**config.mk**
```make
export PLATFORM = sky130hd
export DESIGN_NAME = rotary_channel_selector
export DESIGN_NICKNAME = d
export VERILOG_FILES = /design/src/rtl/core/rcs_pkg.sv /design/src/rtl/core/rotary_channel_selector.sv /design/src/rtl/core/rcs_cfg.sv /design/src/rtl/core/rcs_step.sv
export SDC_FILE = /design/constraint.sdc
export NUM_CORES = 1
export LEC_CHECK = 0
export ABC_AREA = 0
export BUFFER_PORTS_ARGS = -buffer_cell sky130_fd_sc_hd__buf_2
export CAP_MARGIN = 20
export CORE_UTILIZATION = 25
export DETAILED_ROUTE_END_ITERATION = 8
export HOLD_SLACK_MARGIN = 0.15
export PLACE_DENSITY = 0.5
export SLEW_MARGIN = 20
export SYNTH_ARGS = -nofsm -noshare
export SYNTH_HDL_FRONTEND = slang
export SYNTH_SLANG_ARGS = --single-unit
```
**constraint.sdc**
```tcl
create_clock -name clk -period 8.8 [get_ports clk]
set_clock_uncertainty 0.2 [all_clocks]
set_input_delay 0.44 -clock clk [delete_from_list [all_inputs] [get_ports clk]]
set_output_delay 0.44 -clock clk [all_outputs]
set_load 0.1 [all_outputs]
```
**src/rtl/core/rcs_pkg.sv**
```systemverilog
`timescale 1ns / 1ps
// ----------------------------------------------------------------------------
// rcs_pkg
// Shared types, widths and the quadrature transition table of the rotary
// channel selector.
// ----------------------------------------------------------------------------
package rcs_pkg;

  localparam int ThrW      = 4;
  localparam int ChanW     = 4;
  localparam int CountW    = 5;
  localparam int LinesW    = 2;
  localparam int CfgIndexW = 2;
  localparam int CfgDataW  = 4;
  localparam int InDataW   = 8;
  localparam int OutDataW  = 8;

  // register indexes of the configuration port
  localparam logic [CfgIndexW-1:0] REG_STEP_THRESHOLD = 2'd0;
  localparam logic [CfgIndexW-1:0] REG_CHANNEL_MAX    = 2'd1;
  localparam logic [CfgIndexW-1:0] REG_WRAP_ENABLE    = 2'd2;

  // reset values of the registers
  localparam logic [ThrW-1:0]  STEP_THRESHOLD_RST = 4'd6;
  localparam logic [ChanW-1:0] CHANNEL_MAX_RST    = 4'd3;
  localparam logic             WRAP_ENABLE_RST    = 1'b1;

  // count delta, indexed by {previous a, previous b, a, b}
  localparam logic signed [1:0] DELTA_TABLE [16] = '{
    2'sd0, -2'sd1,  2'sd1,  2'sd0,
    2'sd1,  2'sd0,  2'sd0, -2'sd1,
   -2'sd1,  2'sd0,  2'sd0,  2'sd1,
    2'sd0,  2'sd1, -2'sd1,  2'sd0
  };

  typedef struct packed {
    logic [ThrW-1:0]  step_threshold;
    logic [ChanW-1:0] channel_max;
    logic             wrap_enable;
  } cfg_t;

  typedef struct packed {
    logic [LinesW-1:0]        previous_lines;
    logic signed [CountW-1:0] detent_count;
    logic [ChanW-1:0]         current_channel;
  } state_t;

endpackage

```
**src/rtl/core/rotary_channel_selector.sv**
```systemverilog
`timescale 1ns / 1ps
// ----------------------------------------------------------------------------
// rotary_channel_selector
// Quadrature encoder decoder that steps a selected channel up or down.
// ----------------------------------------------------------------------------
// Usage:
//   s_* carries one sample of encoder lines A and B per transfer. m_* returns
//   one result per sample: the selected channel and a changed flag.
//   cfg_we/cfg_index/cfg_wdata write step_threshold (0), channel_max (1) and
//   wrap_enable (2); write them only while no sample is in flight.
// Pipeline and throughput:
//   a sample enters an input register, the step logic runs between that
//   register and the output register, and m_tvalid comes from the output
//   register. One sample is taken every cycle while m_tready is high; the
//   decoder state (previous lines, detent count, channel) updates as the
//   sample moves into the output register, so back-to-back samples see
//   each other's effect.
// Reset:
//   rst clears the valid flags of both pipeline registers and the decoder
//   state, and loads the register defaults (threshold 6, max channel 3, wrap on).
// Stall:
//   with m_tready low the result holds; one more sample waits in the input
//   register, then s_tready drops until the output drains.
// ----------------------------------------------------------------------------
module rotary_channel_selector (
  input  logic                              clk,
  input  logic                              rst,
  input  logic                              s_tvalid,
  output logic                              s_tready,
  input  logic [rcs_pkg::InDataW-1:0]       s_tdata,   // line_a, line_b
  output logic                              m_tvalid,
  input  logic                              m_tready,
  output logic [rcs_pkg::OutDataW-1:0]      m_tdata,   // selected_channel[3:0], channel_changed
  input  logic                              cfg_we,
  input  logic [rcs_pkg::CfgIndexW-1:0]     cfg_index,
  input  logic [rcs_pkg::CfgDataW-1:0]      cfg_wdata
);

  rcs_pkg::cfg_t                cfg;
  rcs_pkg::state_t              state;
  rcs_pkg::state_t              state_next;
  logic                         in_valid;
  logic [1:0]                   in_lines;
  logic                         out_valid;
  logic [rcs_pkg::ChanW-1:0]    out_channel;
  logic                         out_changed;
  logic [rcs_pkg::ChanW-1:0]    step_channel;
  logic                         step_changed;
  logic                         advance;
  logic                         in_xfer;

  rcs_cfg u_cfg (
    .clk       (clk),
    .rst       (rst),
    .cfg_we    (cfg_we),
    .cfg_index (cfg_index),
    .cfg_wdata (cfg_wdata),
    .cfg       (cfg)
  );

  rcs_step u_step (
    .cfg              (cfg),
    .state            (state),
    .line_a           (in_lines[1]),
    .line_b           (in_lines[0]),
    .state_next       (state_next),
    .selected_channel (step_channel),
    .channel_changed  (step_changed)
  );

  // pipeline flow control
  assign advance  = in_valid && (!out_valid || m_tready);
  assign s_tready = !in_valid || !out_valid || m_tready;
  assign in_xfer  = s_tvalid && s_tready;

  // input register
  always_ff @(posedge clk) begin
    if (rst) begin
      in_valid <= 1'b0;
    end else if (in_xfer) begin
      in_valid <= 1'b1;
    end else if (advance) begin
      in_valid <= 1'b0;
    end
  end

  always_ff @(posedge clk) begin
    if (in_xfer) begin
      in_lines <= {s_tdata[0], s_tdata[1]};
    end
  end

  // decoder state, updated as a sample leaves the input register
  always_ff @(posedge clk) begin
    if (rst) begin
      state <= '0;
    end else if (advance) begin
      state <= state_next;
    end
  end

  // output register
  always_ff @(posedge clk) begin
    if (rst) begin
      out_valid <= 1'b0;
    end else if (advance) begin
      out_valid <= 1'b1;
    end else if (m_tready) begin
      out_valid <= 1'b0;
    end
  end

  always_ff @(posedge clk) begin
    if (advance) begin
      out_channel <= step_channel;
      out_changed <= step_changed;
    end
  end

  assign m_tvalid = out_valid;
  assign m_tdata  = {3'b000, out_changed, out_channel};

endmodule

```
**src/rtl/core/rcs_cfg.sv**
```systemverilog
`timescale 1ns / 1ps
// ----------------------------------------------------------------------------
// rcs_cfg
// Configuration registers, written through a plain write port.
// ----------------------------------------------------------------------------
module rcs_cfg (
  input  logic                              clk,
  input  logic                              rst,
  input  logic                              cfg_we,
  input  logic [rcs_pkg::CfgIndexW-1:0]     cfg_index,
  input  logic [rcs_pkg::CfgDataW-1:0]      cfg_wdata,
  output rcs_pkg::cfg_t                     cfg
);

  // register writes, unknown index ignored
  always_ff @(posedge clk) begin
    if (rst) begin
      cfg.step_threshold <= rcs_pkg::STEP_THRESHOLD_RST;
      cfg.channel_max    <= rcs_pkg::CHANNEL_MAX_RST;
      cfg.wrap_enable    <= rcs_pkg::WRAP_ENABLE_RST;
    end else if (cfg_we) begin
      case (cfg_index)
        rcs_pkg::REG_STEP_THRESHOLD: cfg.step_threshold <= cfg_wdata[rcs_pkg::ThrW-1:0];
        rcs_pkg::REG_CHANNEL_MAX:    cfg.channel_max    <= cfg_wdata[rcs_pkg::ChanW-1:0];
        rcs_pkg::REG_WRAP_ENABLE:    cfg.wrap_enable    <= cfg_wdata[0];
        default: ;
      endcase
    end
  end

endmodule

```
**src/rtl/core/rcs_step.sv**
```systemverilog
`timescale 1ns / 1ps
// ----------------------------------------------------------------------------
// rcs_step
// Per-sample update: transition lookup, detent count, channel step with
// wrap or clamp.
// ----------------------------------------------------------------------------
module rcs_step (
  input  rcs_pkg::cfg_t                 cfg,
  input  rcs_pkg::state_t               state,
  input  logic                          line_a,
  input  logic                          line_b,
  output rcs_pkg::state_t               state_next,
  output logic [rcs_pkg::ChanW-1:0]     selected_channel,
  output logic                          channel_changed
);

  logic signed [1:0]              delta;
  logic signed [rcs_pkg::CountW:0] sum;
  logic [rcs_pkg::ThrW-1:0]        thr;
  logic signed [rcs_pkg::CountW:0] thr_s;
  logic                            step_up;
  logic                            step_dn;
  logic [rcs_pkg::ChanW:0]         cand;
  logic                            below;
  logic                            over;
  logic [rcs_pkg::ChanW-1:0]       next_ch;

  // transition lookup and count update
  assign delta = rcs_pkg::DELTA_TABLE[{state.previous_lines, line_a, line_b}];
  assign sum   = {state.detent_count[rcs_pkg::CountW-1], state.detent_count}
               + {{(rcs_pkg::CountW-1){delta[1]}}, delta};

  // zero threshold acts as one
  assign thr     = (cfg.step_threshold == '0) ? rcs_pkg::ThrW'(1) : cfg.step_threshold;
  assign thr_s   = $signed({2'b00, thr});
  assign step_up = (sum >= thr_s);
  assign step_dn = !step_up && (sum <= -thr_s);

  // candidate channel, one wider to see the upper end
  always_comb begin
    cand = {1'b0, state.current_channel};
    if (step_up) begin
      cand = {1'b0, state.current_channel} + (rcs_pkg::ChanW+1)'(1);
    end else if (step_dn) begin
      cand = {1'b0, state.current_channel} - (rcs_pkg::ChanW+1)'(1);
    end
  end

  assign below = step_dn && (state.current_channel == '0);
  assign over  = !below && (cand > {1'b0, cfg.channel_max});

  // wrap or clamp at the ends
  always_comb begin
    if (over) begin
      next_ch = cfg.wrap_enable ? '0 : cfg.channel_max;
    end else if (below) begin
      next_ch = cfg.wrap_enable ? cfg.channel_max : '0;
    end else begin
      next_ch = cand[rcs_pkg::ChanW-1:0];
    end
  end

  assign state_next.previous_lines  = {line_a, line_b};
  assign state_next.detent_count    = (step_up || step_dn) ? '0
                                    : sum[rcs_pkg::CountW-1:0];
  assign state_next.current_channel = next_ch;
  assign selected_channel           = next_ch;
  assign channel_changed            = (next_ch != state.current_channel);

endmodule

```
==> summary.log, run 1 <==
qor: run_status.run_status complete, no violations
qor: worst_setup_path.start_kind register
qor: timing.max_slew.worst_pin.slew 0.797 ns
qor: yosys.netlist.top_cell.by_area dfxtp_1
qor: power.internal_power 0.323 mW
qor: worst_setup_path.cp_data_required_time 8.63 ns
qor: yosys.synth.avg_cell_area 8.73 sq um
qor: floorplanning.std_cell_rows 34
qor: worst_setup_path.crit_path_top_delay_cell mux4_2
qor: cts.clkSlewWorstSetupHoldPaths 0.07 ns
qor: yosys.synth_top_family_by_area simple AND/OR/NAND/NOR gates
qor: power.seq_power_share 0.301
qor: worst_setup_path.worstPathMaxFanout 7
qor: floorplanning.start_util 0.256
qor: worst_setup_path.library_cell_appearing_most_often_on_the_critical_path ha_1
qor: power.power.density_cell_area 208 mW/mm^2
qor: cts.worstSkewPairLatency 0.29 ns
qor: cts.cts_repair_resize_count 0
qor: flow_run.total_of_max_cap_violations 0
qor: timing.period_share 0.749
qor: timing.totalNegativeSetupSlack 0 ns
qor: detailed_routing.post-route-drc-count 0
qor: yosys.yosys.area_share.adder 0.155
qor: placement.hpwl 3620 um
qor: floorplanning.design.die.area 0.00929 sq mm
qor: cts.clk_root_buffer_cell clkbuf_8
qor: yosys.synthMostInstantiatedCell nor2_1
qor: placement.placer_congestion 0.796
qor: yosys.netlist_area 0.00223 sq mm
qor: yosys.postSynth.topFlopCell dfxtp_1
qor: global_routing.grt_antenna_before_repair 0
qor: yosys.synth_top_cells_by_count 27 x nor2_1, 26 x ha_1, 23 x inv_1
qor: detailed_routing.routed_wire_length_per_instance 12.2 um
qor: yosys.synth.yosys.seq_area_share 0.292
qor: global_routing.grt_start_max_net_pins 23
qor: power.power.share.combinational 0.415
qor: placement.portBuffers 19
qor: cells_and_area.sequential_cell_area 651 sq um
qor: timing.post_layout_minimum_cycle_time 6.59 ns
qor: cells_and_area.diodes 0
qor: power.power.switching 0.205 mW
qor: timing.fmaxAchievable 152 MHz
qor: global_routing.grt_pass1_vias 1633
qor: yosys.synth.top_cells.by_area dfxtp_1 20%, ha_1 15%, edfxtp_1 9.4%
qor: floorplanning.io_pins 29
qor: timing.setup_viol 0
qor: cts.postCtsSetupBuffers 0
qor: cts.cts-root-to-sink-buffers 2
qor: cells_and_area.layout.filler_cells 957
qor: yosys.ys_warn_count 0
qor: floorplanning.floorplan.die.height 96.4 um
qor: worst_hold_path.holdCritPathClass in -> reg
qor: timing.grt_setup_unrepaired no
qor: yosys.ys_ff_latch 29
qor: detailed_routing.totalWireLength 4690 um
qor: yosys.asyncSetResetFlopFracSynth 0
qor: worst_setup_path.worst-endpoint-arrival 6.42 ns
qor: yosys.synth_compound_area_frac 0.196
qor: power.cellLeakagePower 1.12 nW
qor: global_routing.first_pass_grt_wire_length 7830 um
qor: power.p_total 0.528 mW
qor: worst_setup_path.cpPeakStageDelay 0.58 ns
qor: cells_and_area.finish.instance_area 0.00254 sq mm
qor: yosys.yosysTopAreaCellShare 0.198
qor: yosys.cells_after_synthesis 255
qor: floorplanning.placeableCoreArea 0.00868 sq mm
qor: yosys.number_of_enable_type_register_cells_in_the_synthesized_netlist 7
qor: cts.number_of_buffers_created_by_cts 5
qor: detailed_routing.detail-route-antenna-nets 0
qor: cells_and_area.multi_input_area 0.00143 sq mm
qor: cts.cts_num_sinks 29
qor: yosys.number_of_distinct_standard_cells_referenced_by_the_synthesized_netlist 62
qor: worst_setup_path.critPathCaptureType register
qor: cts.cts_tree yes
qor: cells_and_area.total_number_of_nets_in_the_final_design 321
qor: cells_and_area.post-route-util 0.293
qor: yosys.synthXorXnorAreaFrac 0.0354
qor: detailed_routing.drt_iter0_drc 39
qor: floorplanning.die_w 96.4 um
qor: yosys.yosys.area_share.simple 0.205
qor: power.clock_power_share 0.284
qor: timing.max_slew_headroom 0.468
qor: global_routing.grtUsageTotal 0.112
qor: global_routing.grt-ovfl-total 0
qor: cells_and_area.drive_above_1_share 0.149
qor: detailed_routing.vias_after_detailed_routing 1828
qor: cts.hold_buffers 2
qor: yosys.synth_mux_area_frac 0.0461
qor: cts.cts_htree_levels 2
qor: timing.final_max_slew_viol_count 0
qor: cells_and_area.area_growth 14.2%
qor: detailed_routing.drt_pass1_iterations 4
qor: placement.place_area 0.00240 sq mm
qor: timing.hold_violations 0
qor: power.switching_share 0.388
qor: placement.post-place-cells 374
qor: detailed_routing.via_per_inst 4.76
qor: power.peakVddDrop 0.0583 mV
qor: worst_setup_path.critical_path_class reg -> reg
qor: cells_and_area.post_layout_nonfiller_instances 384
-- layout make-up --
cell class                 instances  area share
multi-input combinational        195       0.564
sequential                        29       0.256
tap                              108      0.0532
timing repair buffer              21      0.0453
inverter                          23      0.0340
clock buffer                       6      0.0325
clock inverter                     2      0.0148
-- cells in the final DEF, fill, tap and decap left out, types with 4 or more instances in the layout --
master,n
ha_1,26
clkbuf_8,6
o21a_1,5
nor3_1,5
conb_1,4
edfxtp_1,7
buf_2,19
nand2b_1,7
xnor2_1,6
a21oi_1,12
nor2_1,27
inv_1,23
mux2i_1,8
a211oi_1,6
and3_1,4
o21ai_0,9
dfxtp_1,22
nand2_1,15
a211o_1,4
-- per-stage QoR --
stage,setup slack [ns],hold slack [ns]
finish,2.21,0.158
global route,1.71,0.160
CTS,2.17,0.153
detailed placement,2.19,0.294
global placement,2.24,0.280
floorplan,2.90,0.264
-- layer usage --
layer  up-vias  GRT usage  wire, um
li1        935          -         -
met1       861      0.144      2350
met2        24      0.180      2130
met3         8     0.0261       137
met4         0     0.0429        72
met5         -          0         0
-- cells by family (layout without fill, tap and decap cells) --
kind of cell	Yosys count	count (layout)
adders and majority gates	27	27
AOI/OAI and AO/OA	59	59
DFF	29	29
xor gates and xnor gates	9	9
buffers and inverters	34	52
other	1	4
muxes	9	9
and+or+nand+nor	87	87
-- registers in the layout, indices dropped and copies added, names as in the netlist --
name / cells
u_cfg.cfg: 9
out_changed: 1
m_tvalid: 1
in_valid: 1
out_channel: 4
in_lines: 2
state: 11
-- power groups by stage --
stage                     logic, mW  clock network [mW]  registers, mW
after floorplan               0.159                   0          0.184
after global placement        0.218                   0          0.162
after detailed placement      0.220                   0          0.162
after CTS                     0.221               0.154          0.159
after global routing          0.244               0.158          0.160
final                         0.219               0.150          0.159
-- path summary, 6_finish.rpt --
| kind | startpoint | to | slack [ns] | cells after the start |
|---|---|---|---|---|
| worst max-delay path | in_lines[0] | out_changed | 2.21 | 26 |
| worst min-delay path | s_tvalid | in_valid | 0.16 | 3 |
| worst max register to register | in_lines[0] | out_changed | 2.21 | 26 |
| worst min register to register | state[10] | state[10] | 0.30 | 2 |
-- critical path, delay by kind of cell, from the launching register on --
family,cells,cell delay (ns)
AO/OA/AOI/OAI,9,1.70
AND/OR/NAND/NOR,7,1.37
multiplexers,3,1.20
adder cells (fa/ha/maj),4,1.15
flip-flops,1,0.41
buffers and inverters,2,0.17
XOR/XNOR,1,0.14
Note: power is estimated with default switching activity, not from simulation.
==> run 2, diff against run 1 <==
PLACE_DENSITY = 0.51   (was 0.5)
clock period = 5.45 ns   (was 8.8 ns; I/O delays follow)
==> run 2 against run 1 <==
The run now ends with negative setup slack left. Critical path depth unchanged. Sequential share of layout area down 4.0 points. Sequential power up 62%. Via count up 7.4%. Combinational power up 140%. Routed wire length up 18%. Worst setup slack worse by 2.5 ns. Largest power group unchanged.
==> summary.log, run 2 (synthesis results as in run 1) <==
qor: worst_setup_path.critPathLaunch in_lines[0]
qor: placement.placer_congestion 0.820 [+3.0%]
qor: power.internal_power 0.574 mW [+77%]
qor: worst_setup_path.worstPathMaxFanout 6 [-1]
qor: timing.grt_setup_unrepaired yes
qor: timing.fmaxAchievable 175 MHz [+15%]
qor: cts.number_of_buffers_created_by_cts 5 [unchanged]
qor: detailed_routing.drt_iter0_drc 57 [+46%]
qor: cells_and_area.reg.largest.list state: 11 flops, u_cfg.cfg: 9 flops, out_channel: 4 flops
qor: timing.post_layout_minimum_cycle_time 5.72 ns [-0.872 ns]
qor: placement.place_worst_setup_slack -0.280 ns [-2.47 ns]
qor: timing.post-route-worst-setup-slack -0.270 ns [-2.48 ns]
qor: cells_and_area.diodes 0 [unchanged]
qor: detailed_routing.post-route-drc-count 0 [unchanged]
qor: worst_setup_path.critical_path_class reg -> reg
qor: cells_and_area.layout.cells.most_common buf_4
qor: timing.setup_viol 9 [+9]
qor: power.switching_share 0.395 [+0.00740]
qor: floorplanning.floorplan.die.height 96.4 um [unchanged]
qor: global_routing.grt-ovfl-total 0 [unchanged]
qor: timing.hold_violations 0 [unchanged]
qor: cts.cts_tree yes
qor: global_routing.grtUsageTotal 0.127 [+0.0158]
qor: cells_and_area.layout.cells.most_common_list 29 x buf_4, 24 x nor2_1, 22 x inv_1, 22 x dfxtp_1, 19 x buf_2
qor: power.clock_power_share 0.184 [-0.100]
qor: power.seq_power_share 0.272 [-0.029]
qor: worst_setup_path.critical-path-top-delay-family compound AO/OA/AOI/OAI gates
qor: detailed_routing.detail-route-antenna-nets 0 [unchanged]
qor: global_routing.grt_pass1_vias 1868 [+14%]
qor: worst_hold_path.holdCritPathClass in -> reg
qor: worst_setup_path.crit-reg2reg-launch in_lines[0]
qor: floorplanning.placeableCoreArea 0.00868 sq mm [unchanged]
qor: cells_and_area.total_number_of_nets_in_the_final_design 360 [+12%]
qor: detailed_routing.drt_pass1_iterations 4 [unchanged]
qor: run_status.failing_checks negative setup slack
qor: cells_and_area.area_growth 35.5%
qor: floorplanning.io_pins 29 [unchanged]
qor: worst_setup_path.critical_path_buf_inv_count 2 [unchanged]
qor: floorplanning.design.die.area 0.00929 sq mm [unchanged]
qor: cells_and_area.drive_above_1_share 0.321 [+0.172]
qor: worst_setup_path.start_kind register
qor: global_routing.grt_start_max_net_pins 23 [unchanged]
qor: worst_setup_path.worst_setup_slack_for_register_to_register_paths -0.27 ns [-2.48 ns]
qor: run_status.run_status finished with violations
qor: placement.hpwl 4080 um [+13%]
qor: global_routing.first_pass_grt_wire_length 8930 um [+14%]
qor: worst_setup_path.worst-endpoint-arrival 5.52 ns [-0.90 ns]
qor: power.power.density_cell_area 315 mW/mm^2 [+51%]
qor: cells_and_area.largest_register_ff_count 11 [unchanged]
qor: detailed_routing.routed_wire_length_per_instance 13.1 um [+7.1%]
qor: floorplanning.die_w 96.4 um [unchanged]
qor: cts.cts_htree_levels 2 [unchanged]
qor: worst_setup_path.cp_data_required_time 5.25 ns [-3.38 ns]
qor: floorplanning.std_cell_rows 34 [unchanged]
qor: power.peakVddDrop 0.123 mV [+110%]
qor: power.power.share.combinational 0.544 [+0.129]
qor: global_routing.grt_antenna_before_repair 0 [unchanged]
qor: worst_setup_path.crit_path_top_delay_cell mux4_2
qor: detailed_routing.via_per_inst 4.64 [-2.5%]
qor: flow_run.total_of_max_cap_violations 0 [unchanged]
qor: worst_setup_path.cpPeakStageDelay 0.56 ns [-0.02 ns]
qor: timing.final_max_slew_viol_count 0 [unchanged]
qor: worst_hold_path.worstHoldStart cfg_index[1]
qor: power.power.switching 0.375 mW [+83%]
qor: cts.cts-root-to-sink-buffers 2 [unchanged]
qor: cts.clk_root_buffer_cell clkbuf_8
qor: timing.period_share 1.05 [+0.300]
qor: timing.max_slew_headroom 0.467 [-0.00102]
qor: cts.clkSlewWorstSetupHoldPaths 0.06 ns [about the same]
qor: power.p_total 0.949 mW [+80%]
qor: timing.max_slew.worst_pin.slew 0.798 ns [+0.00153 ns]
qor: cts.worstSkewPairLatency 0.28 ns [about the same]
qor: floorplanning.start_util 0.256 [unchanged]
qor: cells_and_area.largest-register state
qor: detailed_routing.totalWireLength 5530 um [+18%]
qor: worst_setup_path.critPathCaptureType register
qor: detailed_routing.vias_after_detailed_routing 1963 [+7.4%]
qor: placement.portBuffers 19 [unchanged]
qor: cts.cts_num_sinks 29 [unchanged]
qor: power.cellLeakagePower 1.32 nW [+18%]
-- run 2: cell count changes in the layout (fill, tap and decap cells not counted), sizes merged --
cell         before  now
clkinvlp          1    0
clkinv            0    1
clkbuf            6    7
dlygate4sd3       2    9
buf              19   51
bufinv            1    0
-- run 2: final cells by class --
| class | instances | area, sq um |
|---|---|---|
| multi-input combinational | 195 | 1630 |
| timing repair buffer | 60 | 437 |
| fill | 917 | 5660 |
| inverter | 23 | 86.3 |
| clock inverter | 1 | 5.00 |
| sequential | 29 | 651 |
| clock buffer | 7 | 76.3 |
| tap | 108 | 135 |
-- run 2: stage by stage --
step / utilization / area, sq um / hold slack [ns] / cells / setup TNS, ns
finish: 0.347 / 3020 / 0.213 / 423 / -1.79
global route: 0.347 / 3020 / 0.228 / 423 / -4.52
CTS: 0.338 / 2940 / 0.201 / 421 / -1.42
floorplan: - / 2310 / 0.171 / 258 / -0.276
global placement: 0.309 / 2680 / 0.253 / 402 / -1.16
detailed placement: 0.309 / 2680 / 0.257 / 402 / -1.58
-- run 2: power groups by stage --
stage | sequential, mW | combinational [mW] | clock, mW
floorplan | 0.298 | 0.279 | 0
global placement | 0.262 | 0.443 | 0
detailed placement | 0.262 | 0.448 | 0
CTS | 0.257 | 0.489 | 0.183
global route | 0.261 | 0.564 | 0.192
finish | 0.258 | 0.517 | 0.174
-- run 2: path summary, 6_finish.rpt --
path / end / cells after the start
max reg2reg: out_changed / 26
min reg2reg: state[10] / 2
max: out_changed / 26
min: u_cfg.cfg[0] / 3
-- run 2: layer usage --
layer	GRT usage	share of wire	vias up
met1	0.158	0.48	923
met5	0	0	-
li1	-	-	1015
met4	0.0294	0.0076	0
met2	0.225	0.49	21
met3	0.0261	0.019	4
-- run 2: tightest hold or removal path, stage by stage --
cell and delay [ns]:
buf_2 0.09, and3b_1 0.18, a211o_1 0.12
-- run 2: timing repair --
action,CTS,global route
gates resized for setup,16,10
hold endpoints to repair,15,0
pin swaps,6,9
hold buffers,9,0
endpoints found under the setup margin,9,9
buffers inserted,2,2
==> run 3, diff against run 2 <==
MAX_ROUTING_LAYER = met4   (was not set)
==> run 3 against run 2 <==
Maximum frequency is essentially flat. Sequential cell count stayed put. Critical path depth unchanged. Clock-buffer cell count stayed put. The run still ends with negative setup slack left.
==> summary.log, run 3 (synthesis results as in run 1) <==
qor: timing.final_max_slew_viol_count 0 [unchanged]
qor: detailed_routing.routed_wire_length_per_instance 13.1 um [+0.38%]
qor: timing.grt_setup_unrepaired yes
qor: worst_hold_path.worst_hold_path.endpoint u_cfg.cfg[0]
qor: timing.post_layout_minimum_cycle_time 5.72 ns [+0.0000770 ns]
qor: run_status.run_status finished with violations
qor: detailed_routing.totalWireLength 5550 um [+0.38%]
qor: worst_setup_path.cp_data_required_time 5.25 ns [about the same]
qor: global_routing.grt-ovfl-total 0 [unchanged]
qor: placement.placer_congestion 0.832 [+1.5%]
qor: cells_and_area.layout.cells.most_common buf_4
qor: power.peakVddDrop 0.123 mV [-0.13%]
qor: cts.cts_num_sinks 29 [unchanged]
qor: worst_hold_path.holdCritPathClass in -> reg
qor: detailed_routing.drt_pass1_iterations 4 [unchanged]
qor: floorplanning.io_pins 29 [unchanged]
qor: cells_and_area.drive_above_1_share 0.321 [unchanged]
qor: floorplanning.placeableCoreArea 0.00868 sq mm [unchanged]
qor: timing.final.hold.worst_slack 0.207 ns [-0.00615 ns]
qor: worst_setup_path.critical_path_class reg -> reg
qor: placement.post-place-cells 402 [unchanged]
qor: timing.totalNegativeSetupSlack -1.79 ns [-0.00636 ns]
qor: detailed_routing.detail-route-antenna-nets 0 [unchanged]
qor: floorplanning.start_util 0.256 [unchanged]
qor: placement.place_area 0.00268 sq mm [unchanged]
qor: cells_and_area.post_layout_nonfiller_instances 423 [unchanged]
qor: global_routing.grtUsageTotal 0.131 [+0.00364]
qor: timing.hold_violations 0 [unchanged]
qor: detailed_routing.via_per_inst 4.64 [about the same]
qor: cells_and_area.finish.instance_area 0.00302 sq mm [unchanged]
qor: worst_setup_path.crit-reg2reg-launch in_lines[0]
qor: global_routing.grt_pass1_vias 1868 [unchanged]
qor: global_routing.grt_antenna_before_repair 0 [unchanged]
qor: worst_hold_path.timing.hold.worst_path_depth 3 [unchanged]
qor: cts.cts_tree yes
qor: global_routing.first_pass_grt_wire_length 8940 um [about the same]
qor: placement.hpwl 4080 um [unchanged]
qor: global_routing.grt_start_max_net_pins 23 [unchanged]
qor: worst_setup_path.worstPathMaxFanout 6 [unchanged]
qor: power.cellLeakagePower 1.32 nW [unchanged]
qor: flow_run.total_of_max_cap_violations 0 [unchanged]
qor: floorplanning.floorplan.die.height 96.4 um [unchanged]
qor: power.power.density_cell_area 315 mW/mm^2 [+0.16%]
qor: cts.clkSlewWorstSetupHoldPaths 0.06 ns [about the same]
qor: worst_setup_path.worst-endpoint-arrival 5.52 ns [about the same]
qor: timing.max_slew.worst_pin.slew 0.798 ns [unchanged]
qor: floorplanning.design.die.area 0.00929 sq mm [unchanged]
qor: detailed_routing.vias_after_detailed_routing 1964 [+0.051%]
qor: timing.period_share 1.05 [about the same]
qor: cts.clk_root_buffer_cell clkbuf_8
qor: worst_setup_path.start_kind register
qor: cts.number_of_buffers_created_by_cts 5 [unchanged]
qor: cells_and_area.largest_register_ff_count 11 [unchanged]
qor: worst_setup_path.worst_setup_slack_for_register_to_register_paths -0.27 ns [about the same]
qor: run_status.failing_checks negative setup slack
qor: worst_setup_path.critPathCaptureType register
qor: timing.setup_viol 9 [unchanged]
qor: placement.portBuffers 19 [unchanged]
qor: cells_and_area.total_number_of_nets_in_the_final_design 360 [unchanged]
qor: worst_setup_path.r2r.worst_path.cells 26 [unchanged]
qor: detailed_routing.drt_iter0_drc 57 [unchanged]
qor: floorplanning.die_w 96.4 um [unchanged]
qor: cts.cts-root-to-sink-buffers 2 [unchanged]
qor: cells_and_area.reg.largest.list state: 11 flops, u_cfg.cfg: 9 flops, out_channel: 4 flops
qor: worst_hold_path.worstHoldStart cfg_index[1]
qor: cells_and_area.area_growth 35.5% [unchanged]
qor: timing.post-route-worst-setup-slack -0.270 ns [-0.0000770 ns]
qor: timing.max_slew_headroom 0.467 [unchanged]
qor: cts.worstSkewPairLatency 0.28 ns [about the same]
qor: cells_and_area.diodes 0 [unchanged]
qor: cells_and_area.layout.cells.most_common_list 29 x buf_4, 24 x nor2_1, 22 x inv_1, 22 x dfxtp_1, 19 x buf_2
qor: timing.fmaxAchievable 175 MHz [about the same]
qor: cells_and_area.largest-register state
qor: cts.cts_htree_levels 2 [unchanged]
qor: floorplanning.std_cell_rows 34 [unchanged]
qor: worst_setup_path.critical_path.reg2reg.endpoint out_changed
qor: detailed_routing.post-route-drc-count 0 [unchanged]
==> run 3: cell counts in the layout (fill, tap and decap cells not counted) <==
No cell type changed its count.
==> run 3: timing repair <==
action                                 CTS  global route
endpoints found under the hold margin   15             0
gates resized for setup                 16            10
setup buffers                            2             2
hold buffers                             9             0
setup endpoints to repair                9             9
pin swaps                                6             9
==> run 3: area by class of cell <==
cell class              instances  area (sq um)
clock buffers                   7          76.3
well taps                     108           135
fillers                       917          5660
clock inverters                 1          5.00
multi-input cells             195          1630
flip-flops and latches         29           651
repair buffers                 60           437
inverters                      23          86.3
==> run 3: routing by layer <==
layer	up-vias	global-route usage	wire length (um)
li1	1015	-	-
met4	0	0.0294	55
met3	4	0.0261	106
met1	924	0.159	2670
met5	-	-	0
met2	21	0.224	2730
==> run 3: how the worst max path moves through the flow <==
stage                start          end  slack, ns
2_1_floorplan  in_lines[0]  out_changed      -0.25
5_1_grt        in_lines[0]  out_changed      -0.61
3_5_place_dp   in_lines[0]  out_changed      -0.28
3_3_place_gp   in_lines[0]  out_changed      -0.21
6_report       in_lines[0]  out_changed      -0.27
4_1_cts        in_lines[0]  out_changed      -0.24
==> run 3: worst max-delay path, stage by stage (launching register included) <==
cell and delay (ns):
edfxtp_1 0.46, ha_2 0.22, mux4_2 0.56, ha_4 0.26, a211o_1 0.31, o21ai_2 0.14
mux2i_1 0.25, inv_1 0.10, ha_4 0.25, nand3_4 0.09, nor3_1 0.06, o22ai_2 0.16
o221ai_4 0.15, nor2_4 0.16, mux2i_1 0.22, and2_1 0.16, ha_1 0.23, nor2b_1 0.14
o21a_1 0.16, o21a_1 0.16, o21a_2 0.23, o21ai_2 0.13, mux2i_2 0.09, buf_4 0.16
nand3_1 0.07, and4b_1 0.21, o2111ai_1 0.12
==> run 3: power by group <==
part / switching [mW] / leakage [nW] / internal (mW)
sequential: 0.0145 / 0.246 / 0.244
clock: 0.0864 / 0.0422 / 0.0895
combinational: 0.275 / 1.03 / 0.241
total: 0.376 / 1.32 / 0.574
==> run 3: metrics by stage <==
| step | utilization | power (mW) | setup slack (ns) |
|---|---|---|---|
| 2_1_floorplan | - | 0.577 | -0.253 |
| 3_3_place_gp | 0.309 | 0.705 | -0.205 |
| 3_5_place_dp | 0.309 | 0.710 | -0.280 |
| 4_1_cts | 0.338 | 0.930 | -0.242 |
| 5_1_grt | 0.347 | 1.02 | -0.608 |
| 6_report | 0.347 | 0.950 | -0.270 |
